==> config.mk <==
export PLATFORM = sky130hd
export DESIGN_NAME = led_blink_burst_and_breathe
export DESIGN_NICKNAME = d
export VERILOG_FILES = /design/src/hw/rtl/lbb_pkg.sv /design/src/hw/rtl/lbb_cfg.sv /design/src/hw/rtl/lbb_core.sv /design/src/hw/rtl/led_blink_burst_and_breathe.sv
export SDC_FILE = /design/constraint.sdc
export NUM_CORES = 1
export LEC_CHECK = 0
export ABC_AREA = 0
export BUFFER_PORTS_ARGS = -buffer_cell sky130_fd_sc_hd__buf_4
export CORE_MARGIN = 4
export CORE_UTILIZATION = 40
export CTS_CLUSTER_DIAMETER = 60
export DETAILED_ROUTE_END_ITERATION = 6
export GPL_ROUTABILITY_DRIVEN = 0
export REMOVE_ABC_BUFFERS = 1
export SYNTH_ARGS = -nofsm -noshare
export SYNTH_HDL_FRONTEND = slang
export SYNTH_SLANG_ARGS = --single-unit
export TNS_END_PERCENT = 5
==> constraint.sdc <==
create_clock -name clk -period 9.44 [get_ports clk]
set_input_delay 1.888 -clock clk [delete_from_list [all_inputs] [get_ports clk]]
set_output_delay 1.888 -clock clk [all_outputs]
set_load 0.05 [all_outputs]
==> src/hw/rtl/lbb_pkg.sv <==
// shared types, codes and helpers for the led blink/burst/breathe block
`timescale 1ns / 1ps

package lbb_pkg;

  localparam int TIME_BITS_DEF = 16;

  localparam int CFG_ADDR_W = 3;
  localparam int CFG_DATA_W = 24;

  // register indexes
  localparam logic [CFG_ADDR_W-1:0] REG_COLOR       = 3'd0;
  localparam logic [CFG_ADDR_W-1:0] REG_ON_TIME     = 3'd1;
  localparam logic [CFG_ADDR_W-1:0] REG_OFF_TIME    = 3'd2;
  localparam logic [CFG_ADDR_W-1:0] REG_REST_TIME   = 3'd3;
  localparam logic [CFG_ADDR_W-1:0] REG_BLINK_COUNT = 3'd4;
  localparam logic [CFG_ADDR_W-1:0] REG_MODE        = 3'd5;

  // mode codes
  localparam logic [2:0] MODE_HOLD  = 3'd0;
  localparam logic [2:0] MODE_ON    = 3'd1;
  localparam logic [2:0] MODE_OFF   = 3'd2;
  localparam logic [2:0] MODE_BURST = 3'd3;
  localparam logic [2:0] MODE_PULSE = 3'd4;

  localparam logic [23:0] COLOR_RST       = 24'h0000FF;
  localparam logic [7:0]  BLINK_COUNT_RST = 8'd1;

  typedef struct packed {
    logic [23:0] color;
    logic [15:0] on_time;
    logic [15:0] off_time;
    logic [15:0] rest_time;
    logic [7:0]  blink_count;
    logic [2:0]  mode;
  } cfg_t;

  typedef struct packed {
    logic [23:0] pixel;
    logic        show;
    logic        lit;
  } result_t;

  // floor(ch * (255 - level) / 255), exact for the 16-bit product range
  function automatic logic [7:0] dim_channel(input logic [7:0] ch, input logic [7:0] level);
    logic [15:0] prod;
    logic [16:0] acc;
    prod = 16'(ch) * (16'd255 - 16'(level));
    acc  = {1'b0, prod} + 17'd1 + {9'd0, prod[15:8]};
    return acc[15:8];
  endfunction

endpackage

==> src/hw/rtl/lbb_cfg.sv <==
// configuration register file, write only
`timescale 1ns / 1ps

module lbb_cfg (
  input  logic                          clk,
  input  logic                          rst,
  input  logic                          cfg_we,
  input  logic [lbb_pkg::CFG_ADDR_W-1:0] cfg_addr,
  input  logic [lbb_pkg::CFG_DATA_W-1:0] cfg_wdata,
  output lbb_pkg::cfg_t                 cfg,
  output logic                          mode_wr
);
  import lbb_pkg::*;

  always_ff @(posedge clk) begin
    if (rst) begin
      cfg.color       <= COLOR_RST;
      cfg.on_time     <= '0;
      cfg.off_time    <= '0;
      cfg.rest_time   <= '0;
      cfg.blink_count <= BLINK_COUNT_RST;
      cfg.mode        <= MODE_HOLD;
    end else if (cfg_we) begin
      unique case (cfg_addr)
        REG_COLOR:       cfg.color       <= cfg_wdata;
        REG_ON_TIME:     cfg.on_time     <= cfg_wdata[15:0];
        REG_OFF_TIME:    cfg.off_time    <= cfg_wdata[15:0];
        REG_REST_TIME:   cfg.rest_time   <= cfg_wdata[15:0];
        REG_BLINK_COUNT: cfg.blink_count <= cfg_wdata[7:0];
        REG_MODE:        cfg.mode        <= cfg_wdata[2:0];
        default: ;
      endcase
    end
  end

  // mode write restarts the burst and the wait
  assign mode_wr = cfg_we && (cfg_addr == REG_MODE);

endmodule

==> src/hw/rtl/lbb_core.sv <==
// pattern state and one-tick update logic
`timescale 1ns / 1ps

module lbb_core #(
  parameter int TIME_BITS = lbb_pkg::TIME_BITS_DEF
) (
  input  logic             clk,
  input  logic             rst,
  input  lbb_pkg::cfg_t    cfg,
  input  logic             mode_wr,
  input  logic             step_en,
  input  logic             tick,
  output lbb_pkg::result_t res
);
  import lbb_pkg::*;

  localparam logic [31:0] TimeMax = 32'((64'd1 << TIME_BITS) - 64'd1);

  logic [TIME_BITS-1:0] wait_left, wait_left_next, wait_dec;
  logic [7:0]           blinks_left, blinks_left_next;
  logic                 led_lit, led_lit_next;
  logic [7:0]           fade_level, fade_level_next;
  logic                 fade_up, fade_up_next;
  logic [23:0]          pixel_out, pixel_out_next;
  logic                 show;

  // saturate to the counter range, never below one
  function automatic logic [TIME_BITS-1:0] load_wait(input logic [15:0] w);
    logic [31:0] v;
    v = {16'd0, w};
    if (v > TimeMax) v = TimeMax;
    if (v == 32'd0) v = 32'd1;
    return v[TIME_BITS-1:0];
  endfunction

  assign wait_dec = (wait_left != '0) ? wait_left - TIME_BITS'(1) : wait_left;

  always_comb begin
    wait_left_next   = wait_left;
    blinks_left_next = blinks_left;
    led_lit_next     = led_lit;
    fade_level_next  = fade_level;
    fade_up_next     = fade_up;
    pixel_out_next   = pixel_out;
    show             = 1'b0;
    if (tick) begin
      case (cfg.mode)
        MODE_ON: begin
          pixel_out_next = cfg.color;
          led_lit_next   = 1'b1;
          show           = 1'b1;
        end
        MODE_OFF: begin
          pixel_out_next = '0;
          led_lit_next   = 1'b0;
          show           = 1'b1;
        end
        MODE_BURST: begin
          wait_left_next = wait_dec;
          if (wait_dec == '0) begin
            show = 1'b1;
            if (!led_lit) begin
              pixel_out_next   = cfg.color;
              wait_left_next   = load_wait(cfg.on_time);
              blinks_left_next = blinks_left - 8'd1;
              led_lit_next     = 1'b1;
            end else begin
              pixel_out_next = '0;
              led_lit_next   = 1'b0;
              if (blinks_left != 8'd0) begin
                wait_left_next = load_wait(cfg.off_time);
              end else begin
                wait_left_next   = load_wait(cfg.rest_time);
                blinks_left_next = cfg.blink_count;
              end
            end
          end
        end
        MODE_PULSE: begin
          wait_left_next = wait_dec;
          if (wait_dec == '0) begin
            show = 1'b1;
            pixel_out_next = {dim_channel(cfg.color[23:16], fade_level),
                              dim_channel(cfg.color[15:8], fade_level),
                              dim_channel(cfg.color[7:0], fade_level)};
            if (fade_up) begin
              if (fade_level != 8'd255) fade_level_next = fade_level + 8'd1;
            end else begin
              if (fade_level != 8'd0) fade_level_next = fade_level - 8'd1;
            end
            if (fade_level_next <= 8'd1) fade_up_next = 1'b1;
            else if (fade_level_next == 8'd255) fade_up_next = 1'b0;
            wait_left_next = load_wait(cfg.rest_time);
          end
        end
        default: ;
      endcase
    end
  end

  always_ff @(posedge clk) begin
    if (rst) begin
      wait_left   <= '0;
      blinks_left <= 8'd1;
      led_lit     <= 1'b0;
      fade_level  <= '0;
      fade_up     <= 1'b1;
      pixel_out   <= '0;
    end else if (mode_wr) begin
      wait_left   <= '0;
      blinks_left <= cfg.blink_count;
    end else if (step_en) begin
      wait_left   <= wait_left_next;
      blinks_left <= blinks_left_next;
      led_lit     <= led_lit_next;
      fade_level  <= fade_level_next;
      fade_up     <= fade_up_next;
      pixel_out   <= pixel_out_next;
    end
  end

  assign res.pixel = pixel_out_next;
  assign res.show  = show;
  assign res.lit   = led_lit_next;

endmodule

==> src/hw/rtl/led_blink_burst_and_breathe.sv <==
// top level: stream ports, input and result registers, config and pattern core
`timescale 1ns / 1ps

// Drives one RGB pixel from millisecond tick items. Each item on the slave
// stream carries one tick bit; each produces exactly one result item with the
// current red, green, blue, a show flag (pixel refreshed by this tick) and the
// lit flag. Modes: hold, steady on, steady off, burst blink (on_time lit,
// off_time dark between blinks, rest_time dark after blink_count blinks) and
// pulse (triangle fade stepped every rest_time ticks). A wait of w ticks
// lasts max(w,1) ticks, capped at 2^TIME_BITS-1. Writing the mode register
// restarts the burst so the next tick steps at once. Rate: one item per
// cycle while m_tready is held high; an item is held in the input register,
// its result is computed by the pattern core (one 8x8 multiply per channel)
// and is registered in the result register once the result slot is free.
// The user must write configuration only while the block is idle; the block
// itself does not enforce this. No clearing pass after reset.
module led_blink_burst_and_breathe #(
  parameter int TIME_BITS = lbb_pkg::TIME_BITS_DEF
) (
  input  logic                           clk,
  input  logic                           rst,
  // slave stream
  input  logic                           s_tvalid,
  output logic                           s_tready,
  input  logic [7:0]                     s_tdata,   // [0] tick, [7:1] zero
  // master stream
  output logic                           m_tvalid,
  input  logic                           m_tready,
  output logic [31:0]                    m_tdata,   // [7:0] red, [15:8] green,
                                                    // [23:16] blue, [24] show,
                                                    // [25] lit, [31:26] zero
  // configuration write port
  input  logic                           cfg_we,
  input  logic [lbb_pkg::CFG_ADDR_W-1:0] cfg_addr,
  input  logic [lbb_pkg::CFG_DATA_W-1:0] cfg_wdata
);
  import lbb_pkg::*;

  cfg_t    cfg;
  logic    mode_wr;
  result_t res;

  // input register
  logic    in_valid;
  logic    in_tick;
  // result register
  logic    out_valid;
  result_t out_res;

  logic    advance;

  // move an item from input to result register when the result slot frees
  assign advance  = in_valid && (!out_valid || m_tready);
  assign s_tready = !in_valid || advance;

  lbb_cfg u_cfg (
    .clk       (clk),
    .rst       (rst),
    .cfg_we    (cfg_we),
    .cfg_addr  (cfg_addr),
    .cfg_wdata (cfg_wdata),
    .cfg       (cfg),
    .mode_wr   (mode_wr)
  );

  lbb_core #(
    .TIME_BITS (TIME_BITS)
  ) u_core (
    .clk     (clk),
    .rst     (rst),
    .cfg     (cfg),
    .mode_wr (mode_wr),
    .step_en (advance),
    .tick    (in_tick),
    .res     (res)
  );

  always_ff @(posedge clk) begin
    if (rst) begin
      in_valid <= 1'b0;
    end else if (s_tready) begin
      in_valid <= s_tvalid;
    end
  end

  // payload, no reset needed
  always_ff @(posedge clk) begin
    if (s_tvalid && s_tready) begin
      in_tick <= s_tdata[0];
    end
  end

  always_ff @(posedge clk) begin
    if (rst) begin
      out_valid <= 1'b0;
    end else if (advance) begin
      out_valid <= 1'b1;
    end else if (m_tready) begin
      out_valid <= 1'b0;
    end
  end

  always_ff @(posedge clk) begin
    if (advance) begin
      out_res <= res;
    end
  end

  assign m_tvalid = out_valid;
  assign m_tdata  = {6'd0, out_res.lit, out_res.show, out_res.pixel[7:0],
                     out_res.pixel[15:8], out_res.pixel[23:16]};

`ifndef SYNTH
  // input side stalls only behind a full result register
  a_stall_needs_full: assert property (@(posedge clk) disable iff (rst)
    !s_tready |-> (in_valid && out_valid && !m_tready))
    else $error("input stalled without a pending result");

  // an item with no tick never refreshes the pixel
  a_no_tick_no_show: assert property (@(posedge clk) disable iff (rst)
    (advance && !in_tick) |=> !out_res.show)
    else $error("show raised without a tick");

  // steady off gives black, shown, unlit
  a_steady_off: assert property (@(posedge clk) disable iff (rst)
    (advance && in_tick && cfg.mode == MODE_OFF)
      |=> (out_res.show && !out_res.lit && out_res.pixel == 24'd0))
    else $error("steady off result wrong");

  // hold mode refreshes nothing
  a_hold_quiet: assert property (@(posedge clk) disable iff (rst)
    (advance && cfg.mode == MODE_HOLD) |=> !out_res.show)
    else $error("hold mode refreshed the pixel");
`endif

endmodule
# After elaboration in Yosys (flattened, before gate mapping)
# Cells that the tools add are included.
# classes
mul	3
addsub	11
eq_ne	12
n_lt_le_gt_ge	1
reduce_logical	36
n_mux	37
n_bitwise	1
# ops
cell	n
2-to-1 mux 16 bit	8
2-to-1 mux 8 bit	13
2-to-1 mux 24 bit	4
one-hot mux 24 bit (4 select lines)	1
logical NOT 16 bit	4
adder 16 x 1 -> 16 bit, second input constant	3
adder 16 x 8 -> 16 bit	3
multiplier 8 x 16 -> 16 bit	3
one-hot mux 16 bit (2 select lines)	1
nonzero test 16 bit	1
nonzero test 8 bit	2
subtractor 16 x 1 -> 16 bit, second input constant	1
subtractor 8 x 1 -> 8 bit, second input constant	2
AND reduction 2 bit	7
nonzero test 2 bit	7
== test 3 x 2 -> 1 bit, second input constant	4
AND reduction 5 bit	2
== test 3 bit, second input constant	3
subtractor 8 x 8 -> 9 bit, first input constant	1
adder 8 x 1 -> 8 bit, second input constant	1
== test 8 bit, second input constant	1
<= comparator 8 x 1 -> 1 bit, second input constant	1
2-to-1 mux 1 bit	8
inequality test 8 bit, second input constant	1
12 further kinds	19
# word_totals
output_inout_bits	34
ff_bits	170
in_bits	40
elab_cells	119

# Depth between registers and ports, before layout
# Gate-level depths: netlist of the first run.
# depth
ltp_word	9
mapped_depth	30
depth_no_buf	26

# Cells and area by module
# Synthesis of the first run repeated with hierarchy kept, for this count alone.
# hier_totals
hier_cells	2064
area_unflattened_um2	17390.4
# by_module_without_submodules
module	cells_each	area_each_um2	seq_area_each_um2	instances
lbb_core	1709	13053.8	1161.1	1
lbb_cfg	311	3373.2	1661.6	1
led_blink_burst_and_breathe	44	963.4	850.8	1

# Worst setup path before layout of the first run
# No wires, ideal clock.
# synth_timing
path_type	register -> register
from	register u_core.fade_level[3]
to	register out_res (netlist bit m_tdata[7]) (data pin)
path_stages_with_launch	28
slack_ps	2650
arrival_time_ps	6519
synth_period_minus_slack_ps	6790
setup_time_ps	271
n_path_buf	2
required_ps	9169
cell_sequence	dfxtp_1 buf_1 clkbuf_1 nand2b_1 fa_1 fa_1 inv_1 fa_1 inv_1 fa_1 inv_1 ha_1 and2_1 a41oi_1 nand2_1 a21oi_1 xnor2_1 ha_1 or4b_1 a21oi_1 a311oi_1 maj3_1 a21oi_1 o32a_1 nor3b_2 xnor2_1 a222oi_1 a21oi_1
# synth_lines
element	line_no	rtl
start: declaration	lbb_core.sv:22	logic [7:0] fade_level, fade_level_next;
start signal: assignment	lbb_core.sv:116	fade_level <= fade_level_next;
end signal: assignment	led_blink_burst_and_breathe.sv:105	out_res <= res;
end: declaration	led_blink_burst_and_breathe.sv:48	result_t out_res;

==> results of run 1 <==
## worst paths after layout
path,start,end,slack (ns),cells after the start
worst min register to register,u_cfg.cfg[8]$_SDFFE_PP0P_,u_cfg.cfg[8]$_SDFFE_PP0P_,0.46,2
worst max-delay path,u_core.fade_level[4]$_SDFFE_PP0P_,m_tdata[7]$_DFFE_PP_,1.76,25
worst min-delay path,u_cfg.cfg[8]$_SDFFE_PP0P_,u_cfg.cfg[8]$_SDFFE_PP0P_,0.46,2
worst max register to register,u_core.fade_level[4]$_SDFFE_PP0P_,m_tdata[7]$_DFFE_PP_,1.76,25
## registers in the layout, summed over array words and instances, names as in the netlist
| signal | flops |
|---|---|
| in_tick | 1 |
| in_valid | 1 |
| m_tdata | 26 |
| m_tvalid | 1 |
| u_cfg.cfg | 83 |
| u_core.blinks_left | 8 |
| u_core.fade_level | 8 |
| u_core.fade_up | 1 |
| u_core.led_lit | 1 |
| u_core.pixel_out | 24 |
| u_core.wait_left | 16 |
## report_power, final
group	leakage, nW	internal [mW]	switching (mW)
clock	0.290	0.392	0.349
combinational	6.13	0.435	0.709
sequential	1.42	0.750	0.0182
## final cells by class
cell class / instances / area, um^2
Fill cell: 4137 / 22900
Multi-Input combinational cell: 1594 / 11600
Sequential cell: 170 / 3670
Tap cell: 532 / 666
Inverter: 172 / 646
Timing Repair Buffer: 80 / 601
Clock buffer: 19 / 454
Clock inverter: 13 / 145
## worst max-delay path, cell delays in order (launching register included)
cell and delay [ns]:
dfxtp_1 0.93, nand2b_1 0.23, fa_1 0.46, fa_1 0.55, inv_1 0.06, fa_1 0.47, inv_1 0.05, fa_1 0.47
inv_1 0.04, ha_1 0.32, and3_1 0.18, o21ai_0 0.42, nand2_1 0.14, a21oi_1 0.20, xnor2_1 0.18, ha_1 0.26
or4b_1 0.52, a21oi_1 0.15, a311oi_1 0.08, maj3_1 0.43, a21oi_1 0.18, o32a_1 0.27, nor3b_2 0.08, xnor2_1 0.15
a222oi_1 0.38, a21oi_1 0.19
## per-stage QoR
stage / hold slack [ns] / std cells / power [mW] / util [%]
floorplan: 0.427 / 1936 / 1.60 / -
global placement: 0.447 / 2548 / 1.88 / 42.3
detailed placement: 0.450 / 2548 / 1.91 / 42.3
CTS: 0.460 / 2580 / 2.66 / 43.8
global route: 0.492 / 2580 / 2.83 / 43.8
finish: 0.460 / 2580 / 2.65 / 43.8
## routing by layer
layer / vias up / track usage (%) / wire length (um)
met5: - / 0 / 0
met4: 0 / 6.95 / 1360
met3: 73 / 2.82 / 2300
met2: 396 / 34.2 / 21400
met1: 7017 / 28.4 / 21000
li1: 6945 / - / -
## cells by family (layout without fill, tap and decap cells)
family          count (synthesis)  in the layout  share of synthesized area, %
xor+xnor                       69             69                          3.92
other cells                     1              6                        0.0228
compound gates                467            467                          18.3
simple gates                  807            807                          24.8
flops                         170            170                          22.3
buf+inv                       294            284                          7.23
fa+ha+maj                     239            239                          23.0
mux                             6              6                         0.372
## placed cells by master (no fill, tap or decap), types with 7 or more instances in the layout
| master | instances |
|---|---|
| o21a_1 | 9 |
| nand3b_1 | 7 |
| inv_1 | 172 |
| o31ai_1 | 7 |
| edfxtp_1 | 27 |
| ha_1 | 129 |
| nor3_1 | 25 |
| a21oi_1 | 179 |
| a22oi_1 | 18 |
| nor2b_1 | 183 |
| a31oi_1 | 20 |
| nand4_1 | 16 |
| clkbuf_16 | 18 |
| and3_1 | 15 |
| fa_1 | 108 |
| nand2b_1 | 35 |
| buf_4 | 80 |
| nand3_1 | 37 |
| nand2_1 | 273 |
| nor4_1 | 19 |
| xnor2_1 | 39 |
| xor2_1 | 27 |
| dfxtp_1 | 143 |
| and2_1 | 15 |
| o211ai_1 | 11 |
| a211oi_1 | 26 |
| o21ai_0 | 78 |
| a21o_1 | 27 |
| o22ai_1 | 7 |
| nor2_1 | 128 |
==> results.tsv, run 1 <==
stage	metric	value	unit
status	outcome	complete, no violations	
sta	slew margin rel.	25.0	%
synthesis	top_reg_cell synth	dfxtp_1	
setup_path	Worst Setup End Kind	flip-flop	
sta	RSZ-0062 raised after global routing	false	
global_routing	first-pass GRT wire length	75100	um
clock_tree	# H-tree levels	4	
synthesis	Synth top area share	17.4	%
floorplanning	core region area	0.0407	mm^2
clock_tree	CTS tree	yes	
synthesis	sequential area share after synthesis	22.3	%
sta	Max Fclk	130	MHz
synthesis	Cells after Synth	2053	
route	Routed wire per std cell	17.8	um
finish	share of layout cells above drive strength 1	7.71	%
synthesis	leading cell type by number of instances after synthesis	nand2_1	
finish	Syn-to-layout area delta	8.21	%
clock_tree	Root Buffer	clkbuf_16	
clock_tree	post_cts resized	0	
sta	Least-Margin Pin Slew	1.12	ns
synthesis	list of most frequent post-synthesis cells	nand2_1 (273), nor2b_1 (184), a21oi_1 (179)	
route	Routed WL	46100	um
power_and_ir_drop	IR drop worst, VDD	136	uV
placement	area post-placement	0.0172	mm^2
setup_path	CP Data Arrival Time	7.85	ns
route	vias after detailed routing	14431	
synthesis	synth unique cells	92	
synthesis	Seq cells post-synth	170	
route	antenna-violating nets left	0	
synthesis	ranking of synthesized cells by area	dfxtp_1 (17%), fa_1 (13%), ha_1 (9.8%), nor2b_1 (7.0%), nand2_1 (6.2%)	
synthesis	cell taking the most area after synthesis	dfxtp_1	
global_routing	vias in the first global route	14311	
finish	fin area	0.0178	mm^2
route	1st-iter DRT viols	1138	
clock_tree	Worst-Skew Late Latency	0.46	ns
sta	Final min period	7.68	ns
global_routing	gr usage total	20.8	%
clock_tree	clock slew at reported path FFs	0.08	ns
hold_path	Worst Hold Class	flip-flop to flip-flop	
sta	period utilization	81.3	%
route	DRC	0	
setup_path	required time of the critical path	9.61	ns
synthesis	Mapped Area	0.0165	mm^2
floorplanning	Die Ht	211	um
sta	Worst Skew	0.0156	ns
clock_tree	Post-CTS Setup Bufs	0	
power_and_ir_drop	Pleak	7.83	nW
sta	max-slew violation count	0	
clock_tree	# clock sinks	170	
power_and_ir_drop	Power Dens Cells	149	mW/mm^2
setup_path	Setup crit start kind	flip-flop	
setup_path	critical path peak fanout	19	
placement	detailed placement HPWL	34500	um
synthesis	Ys Warns	0	
setup_path	critical path type	flip-flop to flip-flop	
clock_tree	Hold Buf Count CTS	0	
route	Pre-antenna DRT Iters	5	
placement	port bufs	60	
global_routing	overflow left after global routing	0	
flow_run	max cap viols	0	
floorplanning	Core Rows	74	
global_routing	antenna violations before repair	0	
clock_tree	total clock buffers created by CTS	17	
floorplanning	DIE WIDTH	211	um
synthesis	Async S/R FF share, synth	0	%
clock_tree	clock buffer depth	2	
floorplanning	I/O pins	74	
synthesis	syn_area_per_cell	8.03	um^2
sta	Fin. Hold Viols	0	
floorplanning	full die area	0.0445	mm^2
sta	min setup slack post-route	1.76	ns
synthesis	Post-synth EDFFs	27	
placement	pre-CTS setup slack	1.76	ns
finish	nets	2312	
global_routing	largest net degree at the start of global routing	60	
floorplanning	Initial Utilization	40.5	%
finish	number of antenna diodes	0	
sta	Setup-failing EPs final	0	
sta	setup TNS	0	ns
route	DR vias/cell	5.59	
Power figures use the tool's default switching activity.
==> run 2: changes to the inputs <==
==> constraint.sdc (replaced) <==
create_clock -name clk -period 7.9 [get_ports clk]
set_input_delay 1.58 -clock clk [delete_from_list [all_inputs] [get_ports clk]]
set_output_delay 1.58 -clock clk [all_outputs]
set_load 0.05 [all_outputs]
==> run 2 against run 1 <==
Effect of this change:
- the run now ends with DRC left
- utilization grew 0.10 points
- first-iteration DRC count grew 11%
- clock-buffer cell count rose by 1
- worst setup slack got worse by 1.4 ns
- die area is the same
- critical endpoint unchanged
- clock skew down 0.0065 ns
- via count rose by 0.44%
- critical path type unchanged
- cell count up 0.31%
- clock power is 14% higher
==> results.tsv, run 2 (synthesis gave the netlist of run 1 again) <==
stage	metric	value	unit	change
global_routing	antenna violations before repair	0		unchanged
route	Routed wire per std cell	18.2	um	+1.8%
floorplanning	Initial Utilization	40.5	%	unchanged
power_and_ir_drop	clock share of power	27.2	%	-0.7 points
placement	port bufs	60		unchanged
power_and_ir_drop	IR drop worst, VDD	173	uV	+28%
finish	Layout fillers	4082		-1.3%
finish	share of layout cells above drive strength 1	8.17	%	+0.46 points
power_and_ir_drop	Cell Int Power	1.86	mW	+18%
route	DRC	2		+2
clock_tree	# H-tree levels	4		unchanged
sta	Setup-failing EPs final	0		unchanged
clock_tree	clock slew at reported path FFs	0.07	ns	about the same
setup_path	reg2reg setup slack	0.39	ns	-1.38 ns
placement	detailed placement HPWL	35300	um	+2.5%
finish	Largest register FFs	83		unchanged
setup_path	Setup crit start kind	flip-flop		
clock_tree	Root Buffer	clkbuf_16		
sta	Max Fclk	133	MHz	+2.1%
route	vias after detailed routing	14495		+0.44%
global_routing	vias in the first global route	14297		-0.098%
power_and_ir_drop	Pleak	7.88	nW	+0.56%
global_routing	gr usage total	21.0	%	+0.20 points
route	Routed WL	47000	um	+2.1%
finish	most common cell after layout, fill and taps aside	nand2_1		
global_routing	first-pass GRT wire length	76100	um	+1.2%
setup_path	RR Endpoint	m_tdata[7]$_DFFE_PP_		
hold_path	Worst Hold Class	flip-flop to flip-flop		
setup_path	max incr delay on CP	0.76	ns	-0.17 ns
setup_path	FF-to-FF path depth	24		-4.0%
clock_tree	total clock buffers created by CTS	17		unchanged
flow_run	max cap viols	0		unchanged
setup_path	count of buffer and inverter cells on the critical path	3		unchanged
setup_path	Worst Setup End Kind	flip-flop		
route	1st-iter DRT viols	1261		+11%
sta	Fin. Hold Viols	0		unchanged
floorplanning	DIE WIDTH	211	um	unchanged
setup_path	CP delay by family, top	adder cells		
clock_tree	post_cts resized	0		unchanged
setup_path	crit-path cells	buf_4 -> nor2b_1 -> fa_1 -> fa_1 -> fa_1 -> inv_1 -> fa_1 -> inv_1 -> ha_1 -> a41oi_1 -> nand2_1 -> a21oi_1 -> xnor2_1 -> ha_1 -> or4b_1 -> a21oi_1 -> a311oi_1 -> maj3_1 -> a21oi_1 -> o32a_1 -> nor3b_2 -> xnor2_1 -> a222oi_1 -> a21oi_1		
setup_path	critical path type	flip-flop to flip-flop		
sta	max-slew violation count	0		unchanged
floorplanning	Die Ht	211	um	unchanged
clock_tree	# clock sinks	170		unchanged
setup_path	slowest cell on the critical path	dfxtp_1		
setup_path	critical path peak fanout	13		-6
finish	Syn-to-layout area delta	8.46	%	
route	DR vias/cell	5.60		+0.13%
hold_path	Min-Delay Path Depth	2		unchanged
finish	nets	2320		+0.35%
floorplanning	full die area	0.0445	mm^2	unchanged
hold_path	Hold Crit Start	u_cfg.cfg[43]$_SDFFE_PP0P_		
global_routing	overflow left after global routing	0		unchanged
setup_path	FF-to-FF Start	u_core.fade_level[4]$_SDFFE_PP0P_		
sta	Final min period	7.51	ns	-0.162 ns
power_and_ir_drop	Gate power share	43.3	%	+0.2 points
setup_path	required time of the critical path	8.03	ns	-1.58 ns
route	Pre-antenna DRT Iters	7		+2
sta	slew margin rel.	19.1	%	-5.9 points
clock_tree	clock buffer depth	2		unchanged
sta	period utilization	95.1	%	+14 points
power_and_ir_drop	Sw Share	40.1	%	-0.46 points
power_and_ir_drop	Sequential Power Share	29.6	%	+0.7 points
sta	min setup slack post-route	0.385	ns	-1.38 ns
power_and_ir_drop	Power Dens Cells	174	mW/mm^2	+17%
finish	Biggest register	u_cfg.cfg		
hold_path	Hold Path Sink	u_cfg.cfg[43]$_SDFFE_PP0P_		
finish	most frequent cells in the layout	nand2_1 (273), nor2b_1 (183), a21oi_1 (179), inv_1 (172), dfxtp_1 (142)		
clock_tree	CTS tree	yes		
global_routing	largest net degree at the start of global routing	59		-1.7%
status	outcome	finished with violations		
finish	number of antenna diodes	0		unchanged
floorplanning	I/O pins	74		unchanged
placement	pre-CTS setup slack	0.336	ns	-1.43 ns
clock_tree	Post-CTS Setup Bufs	0		unchanged
status	failing checks	DRC		
sta	RSZ-0062 raised after global routing	false		
sta	setup TNS	0	ns	unchanged
route	antenna-violating nets left	0		unchanged
setup_path	CP Data Arrival Time	7.64	ns	-0.21 ns
sta	Least-Margin Pin Slew	1.21	ns	+0.0899 ns
clock_tree	Worst-Skew Late Latency	0.44	ns	-0.02 ns
finish	non-filler cells, final	2588		+0.31%
sta	Worst Skew	0.00912	ns	-0.00651 ns
power_and_ir_drop	P_sw	1.25	mW	+16%
floorplanning	core region area	0.0407	mm^2	unchanged
floorplanning	Core Rows	74		unchanged
placement	Cells after DPL	2556		+0.31%
clock_tree	Hold Buf Count CTS	0		unchanged
## run 2: cell types whose count changed in the layout (fill, tap and decap cells not counted), sizes merged
cell,before,now
clkinv,1,7
buf,80,88
clkbuf,19,20
clkinvlp,2,0
bufinv,1,0
inv,181,177
## run 2: worst reg2reg max path, cell delays in order, from the launching register on
cell and delay [ns]:
dfxtp_1 0.76, buf_4 0.35, nor2b_1 0.09, fa_1 0.46
fa_1 0.51, fa_1 0.49, inv_1 0.05, fa_1 0.48
inv_1 0.04, ha_1 0.41, a41oi_1 0.45, nand2_1 0.13
a21oi_1 0.21, xnor2_1 0.17, ha_1 0.25, or4b_1 0.50
a21oi_1 0.15, a311oi_1 0.08, maj3_1 0.43, a21oi_1 0.17
o32a_1 0.27, nor3b_2 0.08, xnor2_1 0.14, a222oi_1 0.39
a21oi_1 0.17
## run 2: metrics by stage
step                      utilization [%]  area (um^2)  hold slack, ns  total power, mW
final                                43.9        17900           0.462             3.11
after global routing                 43.9        17900           0.487             3.30
after CTS                            43.9        17900           0.462             3.10
after detailed placement             42.5        17300           0.451             2.25
after global placement               42.5        17300           0.448             2.23
after floorplan                         -        16000           0.427             1.91
## run 2: cell type report
type / count / area, um^2 / share of cell area (%)
clock buffer: 20 / 472 / 2.64
clock inverter: 12 / 109 / 0.609
inverter: 172 / 646 / 3.61
multi-input combinational: 1594 / 11600 / 65.2
sequential: 170 / 3670 / 20.6
tap: 532 / 666 / 3.72
timing repair buffer: 88 / 661 / 3.70
## run 2: per-layer routing
metal / track usage [%] / part of all wire, %
met1: 29.6 / 46
met5: 0 / 0
met4: 5.68 / 2.1
met2: 33.9 / 46
met3: 3.25 / 6.3
## run 2: power groups by stage
| stage | clock, mW | combinational, mW | sequential, mW |
|---|---|---|---|
| 4_1_cts | 0.857 | 1.33 | 0.918 |
| 6_report | 0.844 | 1.34 | 0.919 |
| 5_1_grt | 0.891 | 1.48 | 0.920 |
| 3_5_place_dp | 0 | 1.31 | 0.938 |
| 2_1_floorplan | 0 | 0.966 | 0.949 |
| 3_3_place_gp | 0 | 1.30 | 0.938 |
## run 2: worst max path at each step
stage / slack [ns] / end / startpoint / cells past startpoint
finish: 0.39 / m_tdata[7]$_DFFE_PP_ / u_core.fade_level[4]$_SDFFE_PP0P_ / 24
global route: 0.07 / m_tdata[7]$_DFFE_PP_ / u_core.fade_level[5]$_SDFFE_PP0P_ / 25
CTS: 0.30 / m_tdata[7]$_DFFE_PP_ / u_core.fade_level[3]$_SDFFE_PP0P_ / 24
detailed placement: 0.34 / m_tdata[7]$_DFFE_PP_ / u_core.fade_level[3]$_SDFFE_PP0P_ / 24
global placement: 0.39 / m_tdata[7]$_DFFE_PP_ / u_core.fade_level[3]$_SDFFE_PP0P_ / 24
floorplan: 1.19 / m_tdata[7]$_DFFE_PP_ / u_core.fade_level[0]$_SDFFE_PP0P_ / 26
